### config.mk
export PLATFORM = sky130hd
export DESIGN_NAME = deadline_event_queue_dispatcher_top
export DESIGN_NICKNAME = d
export VERILOG_FILES = /design/src/hw/rtl/dedq_pkg.sv /design/src/hw/rtl/deadline_event_queue_dispatcher_top.sv
export VERILOG_INCLUDE_DIRS = /design/src /design/src/hw/rtl
export SDC_FILE = /design/constraint.sdc
export NUM_CORES = 1
export LEC_CHECK = 0
export BUFFER_PORTS_ARGS = -buffer_cell sky130_fd_sc_hd__buf_4
export CAP_MARGIN = 20
export CORE_MARGIN = 3
export CORE_UTILIZATION = 62
export CTS_CLUSTER_SIZE = 25
export DETAILED_ROUTE_END_ITERATION = 8
export PLACE_DENSITY = 0.8
export SETUP_SLACK_MARGIN = 0.4
export SYNTH_ARGS = -nofsm -noshare
export SYNTH_HDL_FRONTEND = slang
export SYNTH_SLANG_ARGS = --single-unit
### constraint.sdc
create_clock -name clk -period 3.8 [get_ports clk]
set_input_delay 0.76 -clock clk [delete_from_list [all_inputs] [get_ports clk]]
set_output_delay 0.76 -clock clk [all_outputs]
set_load 0.01 [all_outputs]
### src/hw/rtl/deadline_event_queue_dispatcher_top_assert.svh
// ----------------------------------------------------------------------------
// Dispatcher assertion macros
// Implication and next-cycle checks, compiled out with NO_ASSERTIONS.
// ----------------------------------------------------------------------------
`ifndef DEADLINE_EVENT_QUEUE_DISPATCHER_TOP_ASSERT_SVH
`define DEADLINE_EVENT_QUEUE_DISPATCHER_TOP_ASSERT_SVH
`ifndef NO_ASSERTIONS
`define DEDQ_ASSERT_IMP(lbl, ante, cons) \
  lbl: assert property (@(posedge clk) disable iff (!rst_n) (ante) |-> (cons)) \
    else $error("dispatcher check failed");
`define DEDQ_ASSERT_NXT(lbl, ante, cons) \
  lbl: assert property (@(posedge clk) disable iff (!rst_n) (ante) |=> (cons)) \
    else $error("dispatcher check failed");
`else
`define DEDQ_ASSERT_IMP(lbl, ante, cons)
`define DEDQ_ASSERT_NXT(lbl, ante, cons)
`endif
`endif

### src/hw/rtl/dedq_pkg.sv
// ----------------------------------------------------------------------------
// dedq_pkg
// Types and codes of the deadline event queue dispatcher.
// ----------------------------------------------------------------------------
package dedq_pkg;

  typedef enum logic [3:0] {
    S_IDLE, S_RD, S_EV, S_PICK, S_SERVE, S_ADD, S_FLIP, S_POST, S_CRD, S_CEV, S_FIN
  } state_t;

  localparam logic [1:0] OP_ADD   = 2'd0;
  localparam logic [1:0] OP_DISP  = 2'd1;
  localparam logic [1:0] OP_COMP  = 2'd2;
  localparam logic [1:0] OP_START = 2'd3;

  localparam logic [3:0] K_PUSHA    = 4'd0;
  localparam logic [3:0] K_PUSHB    = 4'd1;
  localparam logic [3:0] K_LEDON_LO = 4'd2;
  localparam logic [3:0] K_LEDON_HI = 4'd5;
  localparam logic [3:0] K_LEDOFF_LO = 4'd6;
  localparam logic [3:0] K_LEDOFF_HI = 4'd9;
  localparam logic [3:0] K_PES_ON   = 4'd10;
  localparam logic [3:0] K_PES_OFF  = 4'd11;
  localparam logic [3:0] K_PRINT    = 4'd12;
  localparam logic [3:0] K_ERROR    = 4'd13;

  localparam logic [2:0] A_NONE  = 3'd0;
  localparam logic [2:0] A_PULSA = 3'd1;
  localparam logic [2:0] A_PULSB = 3'd2;
  localparam logic [2:0] A_LED   = 3'd3;
  localparam logic [2:0] A_PES   = 3'd4;
  localparam logic [2:0] A_PRINT = 3'd5;
  localparam logic [2:0] A_ERROR = 3'd6;

  localparam logic [7:0] ERR_FULL    = 8'd0;
  localparam logic [7:0] ERR_UNKNOWN = 8'd1;

  localparam logic CFG_CLEAN  = 1'b0;
  localparam logic CFG_REMOVE = 1'b1;

  localparam logic [4:0] CLEAN_RST  = 5'd8;
  localparam logic [4:0] REMOVE_RST = 5'd12;

  typedef struct packed {
    logic [2:0] action;
    logic [1:0] led;
    logic       level;
    logic [7:0] pkg;
    logic [7:0] weight;
    logic [7:0] err;
  } res_t;

endpackage

### src/hw/rtl/deadline_event_queue_dispatcher_top.sv
// ----------------------------------------------------------------------------
// deadline_event_queue_dispatcher_top
// Timed event table with add, dispatch burst, compact and start operations.
// A dispatch serves up to BURST_LIMIT events, each found by a scan of the
// table that an error entry ends at once, then compacts the table when the
// count is above the clean threshold and not above the remove threshold.
// One word in work at a time; in_ready returns in the same cycle that the
// last result word is presented.
// Synchronous reset clears count and error mode, sets the scale state idle
// and loads the reset thresholds; the entry tables are not cleared.
// ----------------------------------------------------------------------------
module deadline_event_queue_dispatcher_top
  import dedq_pkg::*;
#(
  parameter int QUEUE_DEPTH = 16,
  parameter int BURST_LIMIT = 5
) (
  input  logic        clk,
  input  logic        rst_n,
  input  logic        in_valid,
  output logic        in_ready,
  input  logic [1:0]  in_op,
  input  logic [3:0]  in_event_kind,
  input  logic [15:0] in_due_time,
  input  logic [7:0]  in_payload,
  input  logic [15:0] in_now_time,
  output logic        out_valid,
  input  logic        out_ready,
  output logic [2:0]  out_action,
  output logic [1:0]  out_led_index,
  output logic        out_line_level,
  output logic [7:0]  out_package_kind,
  output logic [7:0]  out_weight,
  output logic [7:0]  out_error_code,
  output logic [4:0]  out_queue_count,
  output logic        out_last,
  input  logic        cfg_we,
  input  logic        cfg_index,
  input  logic [4:0]  cfg_wdata
);

  localparam int AW = $clog2(QUEUE_DEPTH);
  localparam int NW = $clog2(BURST_LIMIT + 1);
  localparam int TW = (AW > 5) ? AW : 5;

  logic [3:0]  kind_mem [QUEUE_DEPTH];
  logic [15:0] due_mem  [QUEUE_DEPTH];
  logic [7:0]  pay_mem  [QUEUE_DEPTH];
  logic        dead_mem [QUEUE_DEPTH];

  state_t state_r, state_nxt;

  logic [AW-1:0] cnt_r, cnt_nxt, ptr_r, ptr_nxt, wr_r, wr_nxt;
  logic          err_r, err_nxt, scale_r, scale_nxt;
  logic [4:0]    clean_thr_r, remove_thr_r;
  logic [NW-1:0] n_r, n_nxt;
  logic [7:0]    pkg_r, pkg_nxt;
  logic [15:0]   now_r, now_nxt;
  logic          disp_r, disp_nxt;

  logic [3:0]  a_kind_r, a_kind_nxt;
  logic [15:0] a_due_r, a_due_nxt;
  logic [7:0]  a_pay_r, a_pay_nxt;
  logic        a_rem_r, a_rem_nxt;

  logic [3:0]  q_kind_r;
  logic [15:0] q_due_r;
  logic [7:0]  q_pay_r;
  logic        q_dead_r;

  logic          cand_v_r, cand_v_nxt, pb_v_r, pb_v_nxt;
  logic [AW-1:0] cand_idx_r, cand_idx_nxt, pb_idx_r, pb_idx_nxt, sel_idx_r, sel_idx_nxt;
  logic [3:0]    cand_kind_r, cand_kind_nxt, sel_kind_r, sel_kind_nxt;
  logic [7:0]    cand_pay_r, cand_pay_nxt, pb_pay_r, pb_pay_nxt, sel_pay_r, sel_pay_nxt;

  res_t hold_r, hold_nxt, out_r, out_nxt, res;
  logic hold_v_r, hold_v_nxt;
  logic ov_r, ov_nxt, olast_r, olast_nxt;
  logic [4:0] ocnt_r, ocnt_nxt;

  logic          we_kp, we_due, we_dead, wdead;
  logic [AW-1:0] wa;
  logic [3:0]    wkind;
  logic [15:0]   wdue;
  logic [7:0]    wpay;

  logic        room_srv, room_fin, q_live, q_err, pick_pb, scan_end, burst_done;
  logic        post_compact, sel_unk, srv_add, due_hit;
  logic [15:0] prev_t;
  logic [TW-1:0] cnt_w;
  logic [3:0]  led_on, led_off;

  assign room_srv   = !hold_v_r || !ov_r || out_ready;
  assign room_fin   = !ov_r || out_ready;
  assign q_live     = !q_dead_r;
  assign q_err      = q_live && (q_kind_r == K_ERROR);
  assign pick_pb    = cand_v_r && (cand_kind_r == K_PUSHA) && pb_v_r;
  assign scan_end   = (ptr_r >= cnt_r);
  assign burst_done = (n_r == NW'(BURST_LIMIT - 1));
  assign cnt_w      = TW'(cnt_r);
  assign post_compact = !(cnt_w > TW'(remove_thr_r)) && (cnt_w > TW'(clean_thr_r));
  assign sel_unk    = (sel_kind_r > K_ERROR);
  assign srv_add    = ((sel_kind_r == K_PUSHA) && scale_r) || sel_unk;
  assign prev_t     = now_r - 16'd1;
  assign due_hit    = (q_due_r == now_r) || (q_due_r == prev_t);
  assign led_on     = sel_kind_r - K_LEDON_LO;
  assign led_off    = sel_kind_r - K_LEDOFF_LO;

  assign in_ready         = (state_r == S_IDLE);
  assign out_valid        = ov_r;
  assign out_action       = out_r.action;
  assign out_led_index    = out_r.led;
  assign out_line_level   = out_r.level;
  assign out_package_kind = out_r.pkg;
  assign out_weight       = out_r.weight;
  assign out_error_code   = out_r.err;
  assign out_queue_count  = ocnt_r;
  assign out_last         = olast_r;

  // result word of the served entry
  always_comb begin
    res = '0;
    case (sel_kind_r) inside
      K_PUSHA: begin
        res.action = scale_r ? A_PULSA : A_NONE;
      end
      K_PUSHB: begin
        res.action = A_PULSB;
      end
      [K_LEDON_LO:K_LEDON_HI]: begin
        res.action = A_LED;
        res.led    = led_on[1:0];
      end
      [K_LEDOFF_LO:K_LEDOFF_HI]: begin
        res.action = A_LED;
        res.led    = led_off[1:0];
        res.level  = 1'b1;
      end
      K_PES_ON: begin
        res.action = A_PES;
        res.level  = 1'b1;
      end
      K_PES_OFF: begin
        res.action = A_PES;
      end
      K_PRINT: begin
        res.action = A_PRINT;
        res.pkg    = pkg_r;
        res.weight = sel_pay_r;
      end
      K_ERROR: begin
        res.action = A_ERROR;
        res.err    = sel_pay_r;
      end
      default: begin
        res.err = ERR_UNKNOWN;
      end
    endcase
  end

  always_comb begin
    state_nxt = state_r;
    case (state_r)
      S_IDLE: begin
        if (in_valid) begin
          case (in_op)
            OP_ADD:  state_nxt = S_ADD;
            OP_DISP: state_nxt = S_RD;
            OP_COMP: state_nxt = S_CRD;
            default: state_nxt = S_FIN;
          endcase
        end
      end
      S_RD:    state_nxt = scan_end ? S_PICK : S_EV;
      S_EV:    state_nxt = q_err ? S_SERVE : S_RD;
      S_PICK:  state_nxt = cand_v_r ? S_SERVE : S_POST;
      S_SERVE: if (room_srv) state_nxt = srv_add ? S_ADD : S_FLIP;
      S_ADD:   if (!a_rem_r) state_nxt = disp_r ? S_FLIP : S_FIN;
      S_FLIP:  state_nxt = burst_done ? S_POST : S_RD;
      S_POST:  state_nxt = post_compact ? S_CRD : S_FIN;
      S_CRD:   state_nxt = scan_end ? S_FIN : S_CEV;
      S_CEV:   state_nxt = S_CRD;
      S_FIN:   if (room_fin) state_nxt = S_IDLE;
      default: state_nxt = S_IDLE;
    endcase
  end

  always_comb begin
    cnt_nxt = cnt_r;  ptr_nxt = ptr_r;  wr_nxt = wr_r;
    err_nxt = err_r;  scale_nxt = scale_r;  n_nxt = n_r;
    pkg_nxt = pkg_r;  now_nxt = now_r;  disp_nxt = disp_r;
    a_kind_nxt = a_kind_r;  a_due_nxt = a_due_r;
    a_pay_nxt = a_pay_r;  a_rem_nxt = a_rem_r;
    cand_v_nxt = cand_v_r;  cand_idx_nxt = cand_idx_r;
    cand_kind_nxt = cand_kind_r;  cand_pay_nxt = cand_pay_r;
    pb_v_nxt = pb_v_r;  pb_idx_nxt = pb_idx_r;  pb_pay_nxt = pb_pay_r;
    sel_idx_nxt = sel_idx_r;  sel_kind_nxt = sel_kind_r;  sel_pay_nxt = sel_pay_r;
    hold_nxt = hold_r;  hold_v_nxt = hold_v_r;
    ov_nxt = out_ready ? 1'b0 : ov_r;
    out_nxt = out_r;  olast_nxt = olast_r;  ocnt_nxt = ocnt_r;
    we_kp = 1'b0;  we_due = 1'b0;  we_dead = 1'b0;
    wa = '0;  wkind = '0;  wdue = '0;  wpay = '0;  wdead = 1'b0;
    case (state_r)
      S_IDLE: begin
        if (in_valid) begin
          now_nxt    = in_now_time;
          disp_nxt   = (in_op == OP_DISP);
          a_kind_nxt = in_event_kind;
          a_due_nxt  = in_due_time;
          a_pay_nxt  = in_payload;
          a_rem_nxt  = 1'b0;
          ptr_nxt    = '0;
          wr_nxt     = '0;
          cand_v_nxt = 1'b0;
          pb_v_nxt   = 1'b0;
          n_nxt      = '0;
          pkg_nxt    = '0;
          hold_v_nxt = 1'b0;
          if (in_op == OP_START) begin
            cnt_nxt = '0;
            err_nxt = 1'b0;
          end
        end
      end
      S_EV: begin
        ptr_nxt = ptr_r + 1'b1;
        if (q_err) begin
          sel_idx_nxt  = ptr_r;
          sel_kind_nxt = q_kind_r;
          sel_pay_nxt  = q_pay_r;
        end else if (q_live) begin
          if (due_hit) begin
            cand_v_nxt    = 1'b1;
            cand_idx_nxt  = ptr_r;
            cand_kind_nxt = q_kind_r;
            cand_pay_nxt  = q_pay_r;
          end
          if (q_kind_r == K_PUSHB) begin
            pb_v_nxt   = 1'b1;
            pb_idx_nxt = ptr_r;
            pb_pay_nxt = q_pay_r;
          end
        end
      end
      S_PICK: begin
        if (pick_pb) begin
          sel_idx_nxt  = pb_idx_r;
          sel_kind_nxt = K_PUSHB;
          sel_pay_nxt  = pb_pay_r;
        end else begin
          sel_idx_nxt  = cand_idx_r;
          sel_kind_nxt = cand_kind_r;
          sel_pay_nxt  = cand_pay_r;
        end
      end
      S_SERVE: begin
        if (room_srv) begin
          if (hold_v_r) begin
            ov_nxt    = 1'b1;
            out_nxt   = hold_r;
            ocnt_nxt  = cnt_w[4:0];
            olast_nxt = 1'b0;
          end
          hold_nxt   = res;
          hold_v_nxt = 1'b1;
          if (sel_kind_r == K_PUSHA) begin
            if (scale_r) begin
              scale_nxt  = 1'b0;
              pkg_nxt    = sel_pay_r;
              a_kind_nxt = K_PES_ON;
              a_due_nxt  = now_r;
              a_pay_nxt  = '0;
              a_rem_nxt  = 1'b1;
            end
          end else if (sel_kind_r == K_PUSHB) begin
            scale_nxt = 1'b1;
            pkg_nxt   = '0;
          end else if (sel_kind_r == K_ERROR) begin
            cnt_nxt   = '0;
            err_nxt   = 1'b1;
            scale_nxt = 1'b1;
          end else if (sel_unk) begin
            a_kind_nxt = K_ERROR;
            a_due_nxt  = now_r;
            a_pay_nxt  = ERR_UNKNOWN;
            a_rem_nxt  = 1'b0;
          end
        end
      end
      S_ADD: begin
        if (!err_r) begin
          if (cnt_r == AW'(QUEUE_DEPTH - 1)) begin
            we_kp   = 1'b1;
            wa      = '0;
            wkind   = K_ERROR;
            wpay    = ERR_FULL;
            cnt_nxt = AW'(1);
          end else begin
            we_kp   = 1'b1;
            we_due  = 1'b1;
            we_dead = 1'b1;
            wa      = cnt_r;
            wkind   = a_kind_r;
            wdue    = a_due_r;
            wpay    = a_pay_r;
            cnt_nxt = cnt_r + 1'b1;
          end
        end
        if (a_rem_r) begin
          a_kind_nxt = K_PES_OFF;
          a_due_nxt  = now_r + 16'd1;
          a_pay_nxt  = '0;
          a_rem_nxt  = 1'b0;
        end
      end
      S_FLIP: begin
        we_dead    = 1'b1;
        wa         = sel_idx_r;
        wdead      = 1'b1;
        n_nxt      = n_r + 1'b1;
        ptr_nxt    = '0;
        cand_v_nxt = 1'b0;
        pb_v_nxt   = 1'b0;
      end
      S_POST: begin
        ptr_nxt = '0;
        wr_nxt  = '0;
      end
      S_CRD: begin
        if (scan_end) cnt_nxt = wr_r;
      end
      S_CEV: begin
        ptr_nxt = ptr_r + 1'b1;
        if (q_live) begin
          we_kp   = 1'b1;
          we_due  = 1'b1;
          we_dead = 1'b1;
          wa      = wr_r;
          wkind   = q_kind_r;
          wdue    = q_due_r;
          wpay    = q_pay_r;
          wr_nxt  = wr_r + 1'b1;
        end
      end
      S_FIN: begin
        if (room_fin) begin
          ov_nxt     = 1'b1;
          out_nxt    = hold_v_r ? hold_r : '0;
          ocnt_nxt   = cnt_w[4:0];
          olast_nxt  = 1'b1;
          hold_v_nxt = 1'b0;
        end
      end
      default: begin
      end
    endcase
  end

  always_ff @(posedge clk) begin
    if (we_kp) begin
      kind_mem[wa] <= wkind;
      pay_mem[wa]  <= wpay;
    end
    if (we_due) due_mem[wa] <= wdue;
    if (we_dead) dead_mem[wa] <= wdead;
    q_kind_r <= kind_mem[ptr_r];
    q_due_r  <= due_mem[ptr_r];
    q_pay_r  <= pay_mem[ptr_r];
    q_dead_r <= dead_mem[ptr_r];
  end

  always_ff @(posedge clk) begin
    if (!rst_n) begin
      state_r      <= S_IDLE;
      cnt_r        <= '0;
      err_r        <= 1'b0;
      scale_r      <= 1'b1;
      clean_thr_r  <= CLEAN_RST;
      remove_thr_r <= REMOVE_RST;
      hold_v_r     <= 1'b0;
      ov_r         <= 1'b0;
    end else begin
      state_r  <= state_nxt;
      cnt_r    <= cnt_nxt;
      err_r    <= err_nxt;
      scale_r  <= scale_nxt;
      hold_v_r <= hold_v_nxt;
      ov_r     <= ov_nxt;
      if (cfg_we) begin
        if (cfg_index == CFG_CLEAN) clean_thr_r <= cfg_wdata;
        else                         remove_thr_r <= cfg_wdata;
      end
    end
  end

  always_ff @(posedge clk) begin
    ptr_r <= ptr_nxt;  wr_r <= wr_nxt;  n_r <= n_nxt;
    pkg_r <= pkg_nxt;  now_r <= now_nxt;  disp_r <= disp_nxt;
    a_kind_r <= a_kind_nxt;  a_due_r <= a_due_nxt;
    a_pay_r <= a_pay_nxt;  a_rem_r <= a_rem_nxt;
    cand_v_r <= cand_v_nxt;  cand_idx_r <= cand_idx_nxt;
    cand_kind_r <= cand_kind_nxt;  cand_pay_r <= cand_pay_nxt;
    pb_v_r <= pb_v_nxt;  pb_idx_r <= pb_idx_nxt;  pb_pay_r <= pb_pay_nxt;
    sel_idx_r <= sel_idx_nxt;  sel_kind_r <= sel_kind_nxt;  sel_pay_r <= sel_pay_nxt;
    hold_r <= hold_nxt;  out_r <= out_nxt;
    olast_r <= olast_nxt;  ocnt_r <= ocnt_nxt;
  end

`include "deadline_event_queue_dispatcher_top_assert.svh"

  `DEDQ_ASSERT_NXT(a_busy_after_accept, in_valid && in_ready, !in_ready)
  `DEDQ_ASSERT_IMP(a_burst_bound, state_r != S_IDLE, n_r <= NW'(BURST_LIMIT))
  `DEDQ_ASSERT_NXT(a_out_hold, out_valid && !out_ready, out_valid && $stable({out_action, out_queue_count, out_last}))

endmodule

# Word-level counts from Yosys, hierarchy flattened
# Memory sizes are Yosys's and may differ from the RTL's. A register that Yosys moved wholly into a read port is not among the register bits.
# Index checks and enable logic that the tools add are counted.
# totals
input_bits	57
reg_bits	199
out_inout_bits	38
memories	4
ram_bits	464
wordCells	336
# memory_table
memory	depth	width	rd	rd_ports_with_merged_regs	write_ports	line_no	text
due_mem	16	16	1	1	1	deadline_event_queue_dispatcher_top.sv:47	logic [15:0] due_mem [QUEUE_DEPTH];
pay_mem	16	8	1	1	1	deadline_event_queue_dispatcher_top.sv:48	logic [7:0] pay_mem [QUEUE_DEPTH];
kind_mem	16	4	1	1	1	deadline_event_queue_dispatcher_top.sv:46	logic [3:0] kind_mem [QUEUE_DEPTH];
dead_mem	16	1	1	1	1	deadline_event_queue_dispatcher_top.sv:49	logic dead_mem [QUEUE_DEPTH];
# op_classes
reduce_logical	59
magnitude_cmp	8
bitwise	5
n_mux	162
addsub	8
eq_ne	47
# op_table
op	count
2-to-1 mux 16 bit	11
2-to-1 mux 8 bit	18
2-to-1 mux 4 bit	34
2-to-1 mux 30 bit	4
one-hot mux 30 bit (2 select lines)	1
one-hot mux 4 bit (3 select lines)	5
one-hot mux 16 bit (3 select lines)	1
one-hot mux 8 bit (2 select lines)	3
2-to-1 mux 1 bit	46
one-hot mux 4 bit (11 select lines)	1
equality test 4 bit (second input constant)	9
inequality test 2 bit (second input constant)	17
2-to-1 mux 3 bit	11
equality test 16 bit	2
one-hot mux 16 bit (2 select lines)	1
one-hot mux 4 bit (2 select lines)	3
one-hot mux 8 bit (3 select lines)	1
AND reduction 4 bit	5
nonzero test 3 bit	6
adder 16 x 1 -> 16 bit (second input constant)	1
equality test 4 x 3 -> 1 bit (second input constant)	4
one-hot mux 4 bit (4 select lines)	1
subtractor 16 x 1 -> 16 bit (second input constant)	1
2-to-1 mux 5 bit	3
other kinds (40)	100

# Logic depth before layout (Yosys ltp)
# Gate-level depths: netlist (run 1).
# depth
depth_word	9
ltp_mapped	12
mapped_depth_nobuf	8

# Least setup slack after synthesis (run 1)
# OpenSTA, ideal clock, no wires.
# synth_timing
path_kind	register to register
from	register state_r[3]
to	register out_r (netlist bit out_action[0]), enable pin
arrival_time_ns	2.890
setup_ns	0.439
path_stages_with_launch	7
setup_slack_ns	0.471
period_less_slack_ns	3.329
required_ns	3.361
path_buffers	2
path_cell_list	dfxtp_1 buf_2 nor2_2 and2_1 clkbuf_1 a21oi_1 a21oi_1
# synth_between
elab_chain_cells	3
word_cells_on_any_way	7
# synth_lines
element	line_no	text
start: declaration	deadline_event_queue_dispatcher_top.sv:51	state_t state_r, state_nxt;
start signal: assignment	deadline_event_queue_dispatcher_top.sv:383	state_r <= state_nxt;
equality test 4 x 3 -> 1 bit or equality test 4 bit (tied branches)	deadline_event_queue_dispatcher_top.sv:203	case (state_r)
inequality test 2 bit (no line) or nonzero test 2 bit (tied branches)	-	
AND reduction 4 bit (no line) *	-	
end signal: assignment	deadline_event_queue_dispatcher_top.sv:405	hold_r <= hold_nxt; out_r <= out_nxt;
end: declaration	deadline_event_queue_dispatcher_top.sv:76	res_t hold_r, hold_nxt, out_r, out_nxt, res;
# Mark *: on every way between the ends. The rest lies on a longest branch, timed or not.
# A chain may end at the register's enable or synchronous reset.

# Final worst setup path (run 1)
# layout_timing
from	register cnt_r[1]
to	memory due_mem[1][9], enable pin
# layout_between
elab_chain_cells	6
word_cells_on_any_way	9
# layout_lines
element	line_no	text
start: declaration	deadline_event_queue_dispatcher_top.sv:53	logic [AW-1:0] cnt_r, cnt_nxt, ptr_r, ptr_nxt, wr_r, wr_nxt;
start signal: assignment	deadline_event_queue_dispatcher_top.sv:384	cnt_r <= cnt_nxt;
equality test 4 bit	deadline_event_queue_dispatcher_top.sv:292	if (cnt_r == AW'(QUEUE_DEPTH - 1)) begin
2-to-1 mux 1 bit	deadline_event_queue_dispatcher_top.sv:292	
2-to-1 mux 1 bit	deadline_event_queue_dispatcher_top.sv:291	if (!err_r) begin
one-hot mux 1 bit (2 select lines)	deadline_event_queue_dispatcher_top.sv:203	
2-to-1 mux 1 bit	deadline_event_queue_dispatcher_top.sv:364	if (we_due) due_mem[wa] <= wdue;
2-to-1 mux 1 bit (not written as such)	deadline_event_queue_dispatcher_top.sv:364	
end: declaration	deadline_event_queue_dispatcher_top.sv:47	
# Parallel ways exist; a longest one is shown, timed or not.

==> results of run 1 <==
[synthesized netlist by cell type, drive strengths merged (25+ instances only)]
| master | count |
|---|---|
| mux2 | 27 |
| a221oi | 33 |
| and2 | 44 |
| nor2 | 105 |
| a21oi | 64 |
| edfxtp | 640 |
| dfxtp | 51 |
| inv | 32 |
| mux4 | 58 |
| a22oi | 32 |
| nor2b | 39 |
| buf | 32 |
| o21ai | 89 |
| clkbuf | 69 |
| mux2i | 109 |
| nand2 | 107 |
| a22o | 25 |
[sequential cells by signal, summed over array words and instances, names as in the netlist, 5 cells and up]
name	flops
due_mem	256
pay_mem	128
kind_mem	64
hold_r	30
a_due_r	16
dead_mem	16
now_r	16
q_due_r	16
a_pay_r	8
cand_pay_r	8
out_error_code	8
out_package_kind	8
out_weight	8
pb_pay_r	8
pkg_r	8
q_pay_r	8
sel_pay_r	8
clean_thr_r	5
remove_thr_r	5
[power breakdown]
part	switching, W	internal, W
Clock	0.00273	0.00389
Combinational	0.00317	0.00193
Sequential	0.000673	0.00919
[what timing repair did]
action | in CTS | in global routing
hold endpoints to repair | 0 | 0
gates resized for setup | 0 | 3
setup buffers | 0 | 0
setup endpoints to repair | 0 | 32
[worst min path at each step]
stage                          from              end  cells past startpoint
floorplan           remove_thr_r[4]  remove_thr_r[4]                      2
CTS                 in_now_time[15]        now_r[15]                      1
global route        in_now_time[15]        now_r[15]                      1
global placement    remove_thr_r[1]  remove_thr_r[1]                      2
finish              in_now_time[15]        now_r[15]                      1
detailed placement  remove_thr_r[4]  remove_thr_r[4]                      2
[per-stage QoR]
stage	worst slack (ns)	total power (W)	utilization (%)	cell area [um2]	instances
after floorplan	0.471	0.0133	-	28200	1785
after detailed placement	0.561	0.0149	66.8	29700	2431
final	0.548	0.0216	71.7	31900	2552
after global placement	0.588	0.0148	66.7	29700	2430
after CTS	0.519	0.0215	71.7	31900	2550
after global routing	0.418	0.0224	71.7	31900	2551
[layout make-up]
| type | count | area share, % |
|---|---|---|
| multi-input combinational | 961 | 23.3 |
| antenna | 1 | 0.00784 |
| sequential | 691 | 63.4 |
| tap | 592 | 2.32 |
| clock inverter | 30 | 0.972 |
| timing repair buffer | 156 | 3.76 |
| inverter | 32 | 0.376 |
| clock buffer | 89 | 5.87 |
[worst register-to-register path: cells and delay by family, from the launching register on]
kind | cells | cell delay [ns]
AO/OA/AOI/OAI | 2 | 0.79
adder cells (fa/ha/maj) | 1 | 0.29
flip-flops | 1 | 0.53
AND/OR/NAND/NOR | 4 | 0.83
buffers and inverters | 2 | 0.49
[routing by layer]
metal | vias to the layer above | global-route usage, %
met5 | - | 0
met2 | 914 | 41.2
met1 | 8101 | 40.3
met3 | 136 | 5.75
met4 | 0 | 9.74
li1 | 7155 | -
[cells by family (layout without fill, tap and decap cells)]
kind of cell             after synthesis  in the layout
AO/OA/AOI/OAI                        305            305
flip-flops                           691            691
buffers and inverters                133            307
XOR/XNOR                              45             45
adder cells (fa/ha/maj)               19             19
AND/OR/NAND/NOR                      397            397
multiplexers                         194            194
other                                  1              2
==> results.yml, run 1 <==
run_status:
  status: "finished clean"
timing:
  final.min_clock_period_ns: 3.25
  skew_ns: 0.0269
  slew_viol_final: 0
  worstMarginPinSlew_ns: 1.30
  relSlewSlack_pct: 13.4
  fmaxAchievable_mhz: 308
  finalSetupViolCount: 0
  hold_viol: 0
  finalHoldWorstSlack_ns: 0.336
  period_share_pct: 85.6
  rsz0062_at_grt: "no"
  setup_tns_ns: 0
global_routing:
  grt_max_degree: 107
  gr-total-overflow: 0
  antenna_found_initial: 2
  grt_pass1_vias: 16000
  track_usage_pct: 27.4
  grt_pass1_wl_um: 97900
logic_synthesis:
  synth_fp_nets: 1861
  synth-main-ff-cell: "edfxtp_1"
  syn_inst: 1785
  synthXorXnorAreaFrac_pct: 1.40
  yosysTopAreaCell: "edfxtp_1"
  synth_top_area_share_pct: 68.2
  yosys_warnings: 0
  synthTopCellsByArea: "edfxtp_1, mux4_2, mux2i_1"
  synth_cell_type_count: 74
  synth_seq_cells: 691
  synth_top_family_by_area: "multiplexers"
  yosys.area_share.simple_pct: 7.25
  synth.area.mux_share_pct: 9.59
  ys_seq_area_share_pct: 71.9
  synth_edf_count: 640
  synth.avg_cell_area_um2: 15.8
  ys_async_sr_fraction_pct: 0
  synth_compound_area_share_pct: 7.14
  syn_area_mm2: 0.0282
  synthAdderAreaFrac_pct: 0.844
finish:
  final_cell_mix: "edfxtp_1, buf_4, mux2i_1"
  drive_gt1_share_pct: 18.5
  n_fill_cell: 2689
  regArea_mm2: 0.0202
  multi_input_area_mm2: 0.00744
  syn_to_final_growth_pct: 13.4
  final_common_cell: "edfxtp_1"
  nets: 1985
floorplan:
  die_x_um: 219
  pin_count: 95
  die_y_um: 219
  start_util_pct: 63.3
  coreArea_mm2: 0.0445
  rows: 77
  die_area_mm2: 0.0480
flow_run:
  maxCapViolCount: 0
power_and_ir_drop:
  p_leak_nw: 10.5
  power-per-cell-area_mw_per_mm2: 676
  peakVddDrop_v: 0.000619
clocking:
  cts_root_buf: "clkbuf_16"
  cts_hold_buf: 0
  numCtsBuffers: 67
  clk_pin_slew_ns: 0.07
  cts_tree: "built"
  insertion_delay_ns: 0.60
  htree_num_levels: 3
  clock_path_buffers: 3
  cts.sinks: 691
setup_path:
  critPathMaxStageDelay_ns: 0.53
  cp_cell_sequence: "ha_1, and3_1, nor3_4, a222oi_1, buf_4, nand2b_1, o21bai_1, nor2_1, buf_4"
  reg2reg_depth: 9
  rrSetupSlack_ns: 0.55
  worst-setup-path-type: "flop to flop"
  arrival_ns: 3.53
  crit_top_cell: "buf_4"
  cp-start-kind: "flop"
  cpMaxStageDelayCell: "dfxtp_1"
  cp_num_cells: 9
  regToRegEndpoint: "due_mem[1][9]"
  required_ns: 4.07
  endpoint: "due_mem[1][9]"
  crit_buf_inv: 2
  r2r-start: "cnt_r[1]"
  critPathLaunch: "cnt_r[1]"
  critPathCaptureType: "flop"
  cpLargestDelayFamily: "simple AND/OR/NAND/NOR gates"
  cp_max_fo: 16
placed_design:
  place_congestion: 0.895
  io_buffers: 93
  dp_hpwl_um: 41100
min_path:
  hold_class: "input port to flop"
detailed_routing:
  routedWlPerCell_um: 25.3
  viasPerCell: 6.39
  top_layer_used: "met4"
  m1WireLength_um: 26100
  dr_wl_met2_um: 29600
  dr_wl_met3_um: 6850
  drtAntennaViolNets: 0
  vias: 16300
  drt-initial-drc-count: 2040
  routed_wl_um: 64600
  drt_first_pass_iters: 5
  drcViolationCount: 0
No activity file was read; power rests on OpenSTA's default activity.
==> inputs of run 2 (changes only) <==
CTS_BUF_LIST = sky130_fd_sc_hd__clkbuf_16   (was default)
==> run 2 against run 1 <==
- sequential power barely moved
- die area is the same
- combinational power is essentially flat
- routed wire length down 0.14%
==> results.yml, run 2 (synthesis results as in run 1) <==
placed_design:
  io_buffers: 93
  place_congestion: 0.895
  dpl-instance-area_mm2: 0.0297
  dp_hpwl_um: 41100
  place_ws_ns: 0.561
floorplan:
  start_util_pct: 63.3
  die_y_um: 219
  die_area_mm2: 0.0480
  rows: 77
  coreArea_mm2: 0.0445
  pin_count: 95
  die_x_um: 219
timing:
  hold_viol: 0
  finalHoldWorstSlack_ns: 0.338
  slew_viol_final: 0
  period_share_pct: 86.1
  final.min_clock_period_ns: 3.27
  worstMarginPinSlew_ns: 1.28
  relSlewSlack_pct: 14.4
  setup_tns_ns: 0
  finalSetupViolCount: 0
  fmaxAchievable_mhz: 306
  rsz0062_at_grt: "no"
  skew_ns: 0.0283
  worst_slack_ns: 0.527
detailed_routing:
  routedWlPerCell_um: 25.3
  drt_first_pass_iters: 5
  vias: 16300
  drt-initial-drc-count: 2040
  routed_wl_um: 64500
  viasPerCell: 6.40
  drcViolationCount: 0
  drtAntennaViolNets: 0
clocking:
  numCtsBuffers: 67
  clk_pin_slew_ns: 0.06
  clock_path_buffers: 3
  htree_num_levels: 3
  cts_tree: "built"
  cts_hold_buf: 0
  postCtsSetupBuffers: 0
  cts_root_buf: "clkbuf_16"
  insertion_delay_ns: 0.60
  cts.sinks: 691
  ctsResizeCount: 0
finish:
  top_register: "due_mem"
  final_cell_mix: "edfxtp_1, buf_4, mux2i_1"
  final_common_cell: "edfxtp_1"
  syn_to_final_growth_pct: 13.3
  nets: 1985
  reg_top3: "due_mem (256), pay_mem (128), kind_mem (64)"
  largest_register_ffs: 256
  drive_gt1_share_pct: 18.3
  final_area_mm2: 0.0319
  n_fill_cell: 2697
setup_path:
  arrival_ns: 3.55
  cp_max_fo: 16
  cp-start-kind: "flop"
  required_ns: 4.07
  critPathCaptureType: "flop"
  worst-setup-path-type: "flop to flop"
  reg2reg_depth: 9
flow_run:
  maxCapViolCount: 0
power_and_ir_drop:
  p_leak_nw: 10.6
  peakVddDrop_v: 0.000617
  power-per-cell-area_mw_per_mm2: 673
min_path:
  whs_path_depth: 1
  hold_class: "input port to flop"
global_routing:
  antenna_found_initial: 2
  gr-total-overflow: 0
  grt_pass1_vias: 16000
  grt_pass1_wl_um: 97900
  track_usage_pct: 27.3
  grt_max_degree: 107
run_status:
  status: "finished clean"
run 2: cell count changes in the layout (fill, tap and decap cells not counted), sizes merged:
cell,previous run,this run
clkinv,19,22
clkbuf,89,71
inv,35,50
run 2: per-layer routing:
metal | routed length (um) | global-route usage [%] | up-vias
met2 | 29700 | 41.2 | 952
met4 | 2020 | 9.74 | 0
met3 | 7010 | 5.75 | 138
met5 | 0 | 0 | -
met1 | 25800 | 40.3 | 8094
li1 | - | - | 7153
run 2: layout make-up:
class                           count  area, um2  share of cell area [%]
Sequential cell                   691      20200                    63.5
Clock inverter                     48        378                    1.18
Clock buffer                       71       1780                    5.57
Multi-Input combinational cell    961       7440                    23.3
Tap cell                          592        741                    2.32
Timing Repair Buffer              156       1200                    3.77
Inverter                           32        120                   0.377
Antenna cell                        1       2.50                 0.00784
run 2: final timing paths:
kind         slack, ns             from              end
max reg2reg       0.53         cnt_r[1]    due_mem[1][9]
min reg2reg       0.46  remove_thr_r[4]  remove_thr_r[4]
max               0.53         cnt_r[1]    due_mem[1][9]
min               0.34  in_now_time[15]        now_r[15]
run 2: worst max-delay path, cell delays in order (launching register included):
cell      delay [ns]
dfxtp_1         0.53
ha_1            0.29
and3_1          0.32
nor3_4          0.09
a222oi_1        0.26
buf_4           0.21
nand2b_1        0.13
o21bai_1        0.53
nor2_1          0.29
buf_4           0.30
run 2: metrics by stage:
step | util [%] | total power [W] | instances
after global placement | 66.7 | 0.0148 | 2430
after floorplan | - | 0.0133 | 1785
after CTS | 71.6 | 0.0214 | 2550
final | 71.7 | 0.0215 | 2552
after detailed placement | 66.8 | 0.0149 | 2431
after global routing | 71.7 | 0.0223 | 2551
run 2: power by group:
part	switching, W	internal [W]	leakage [nW]
Combinational	0.00316	0.00193	3.65
Sequential	0.000668	0.00919	5.82
Clock	0.00273	0.00378	1.11
Total	0.00656	0.0149	10.6
==> inputs of run 3 (changes only) <==
CORE_ASPECT_RATIO = 1.2   (was default)
==> run 3 against run 2 <==
- global-route usage fell by 1.0 points
- utilization rose by 0.17 points
- final cell count rose by 0.63%
- via count fell by 1.8%
- die area barely moved
- power fell by 1.6%
- clock power fell by 4.8%
- critical endpoint is now due_mem[9][6]
- largest power group unchanged
==> results.yml, run 3 (synthesis results as in run 1) <==
run_status:
  status: "finished clean"
setup_path:
  reg2reg_depth: 9
  rrSetupSlack_ns: 0.65
  cp_max_fo: 23
  regToRegEndpoint: "due_mem[9][6]"
  arrival_ns: 3.41
  worst-setup-path-type: "flop to flop"
  required_ns: 4.05
  r2r-start: "state_r[0]"
  cp-start-kind: "flop"
  critPathCaptureType: "flop"
finish:
  fin_util_pct: 71.8
  syn_to_final_growth_pct: 13.1
  final_common_cell: "edfxtp_1"
  drive_gt1_share_pct: 18.7
  diodes: 0
  final_cell_mix: "edfxtp_1, buf_4, mux2i_1"
  nets: 1991
  top_register: "due_mem"
  final_area_mm2: 0.0319
  reg_top3: "due_mem (256), pay_mem (128), kind_mem (64)"
  largest_register_ffs: 256
  fin_cells: 2568
floorplan:
  die_area_mm2: 0.0480
  pin_count: 95
  coreArea_mm2: 0.0444
  die_x_um: 201
  die_y_um: 239
  rows: 84
  start_util_pct: 63.5
clocking:
  numCtsBuffers: 66
  htree_num_levels: 3
  cts_root_buf: "clkbuf_16"
  clock_path_buffers: 3
  cts_tree: "built"
  cts.sinks: 691
  clk_pin_slew_ns: 0.06
  insertion_delay_ns: 0.59
power_and_ir_drop:
  p_leak_nw: 10.6
  power-per-cell-area_mw_per_mm2: 663
  peakVddDrop_v: 0.000602
min_path:
  hold_start: "in_now_time[15]"
  hold_class: "input port to flop"
  holdPathEnd: "now_r[15]"
  whs_path_depth: 1
detailed_routing:
  drtAntennaViolNets: 0
  drt_first_pass_iters: 6
  viasPerCell: 6.25
  routed_wl_um: 63100
  vias: 16000
  routedWlPerCell_um: 24.6
  drt-initial-drc-count: 2026
  drcViolationCount: 0
placed_design:
  io_buffers: 93
  dpl-instance-area_mm2: 0.0298
  dp_hpwl_um: 41500
  dpl.cell_count: 2445
  place_congestion: 0.897
global_routing:
  grt_max_degree: 114
  grt_pass1_wl_um: 95900
  grt_pass1_vias: 15900
  antenna_found_initial: 1
  track_usage_pct: 26.3
  gr-total-overflow: 0
timing:
  fmaxAchievable_mhz: 317
  relSlewSlack_pct: 31.1
  period_share_pct: 83.0
  rsz0062_at_grt: "no"
  setup_tns_ns: 0
  finalSetupViolCount: 0
  worstMarginPinSlew_ns: 1.03
  final.min_clock_period_ns: 3.15
  hold_viol: 0
  finalHoldWorstSlack_ns: 0.352
  skew_ns: 0.0218
  slew_viol_final: 0
flow_run:
  maxCapViolCount: 0
run 3: layout make-up:
cell class | instances | area [um2]
Sequential cell | 691 | 20200
Fill cell | 2646 | 12500
Multi-Input combinational cell | 961 | 7440
Clock buffer | 69 | 1730
Timing Repair Buffer | 163 | 1250
Tap cell | 602 | 753
Clock inverter | 50 | 334
Inverter | 32 | 120
run 3: repair_timing:
action | 4_1_cts | 5_1_grt
hold buffers | 0 | 0
setup endpoints to repair | 23 | 255
pin swaps | 1 | 2
resized for setup | 1 | 6
setup buffers | 1 | 3
run 3: layer usage:
layer,GRT usage (%),part of all wire [%],vias to the layer above
met4,9.97,3.2,2
met5,0,0.021,-
met3,4.87,9.1,118
met1,36.3,39,7898
li1,-,-,7164
met2,42.8,48,862
run 3: metrics by stage:
step | power (W) | setup slack, ns
floorplan | 0.0133 | 0.471
global placement | 0.0148 | 0.534
detailed placement | 0.0149 | 0.429
CTS | 0.0212 | 0.425
global route | 0.0220 | 0.412
finish | 0.0211 | 0.645
run 3: worst max-delay path by stage:
| stage | start | to | slack [ns] |
|---|---|---|---|
| global placement | now_r[1] | cand_pay_r[2] | 0.53 |
| detailed placement | cnt_r[1] | pay_mem[15][5] | 0.43 |
| CTS | cnt_r[1] | due_mem[14][10] | 0.43 |
| global route | state_r[0] | due_mem[9][6] | 0.41 |
| finish | state_r[0] | due_mem[9][6] | 0.65 |
| floorplan | state_r[3] | out_action[0] | 0.47 |
run 3: power by group:
group / switching [W] / total, W / internal (W)
registers: 0.000598 / 0.00978 / 0.00918
logic: 0.00318 / 0.00512 / 0.00194
clock network: 0.00265 / 0.00621 / 0.00356
total: 0.00643 / 0.0211 / 0.0147
run 3: worst max-delay path, cell delays in order (launching register included):
cell and delay (ns):
dfxtp_1 0.62, nor2_2 0.15, nand3_2 0.14, inv_2 0.16
a222oi_1 0.66, nand2b_1 0.27, o21bai_1 0.23, buf_4 0.21
nor2_1 0.11, buf_4 0.28
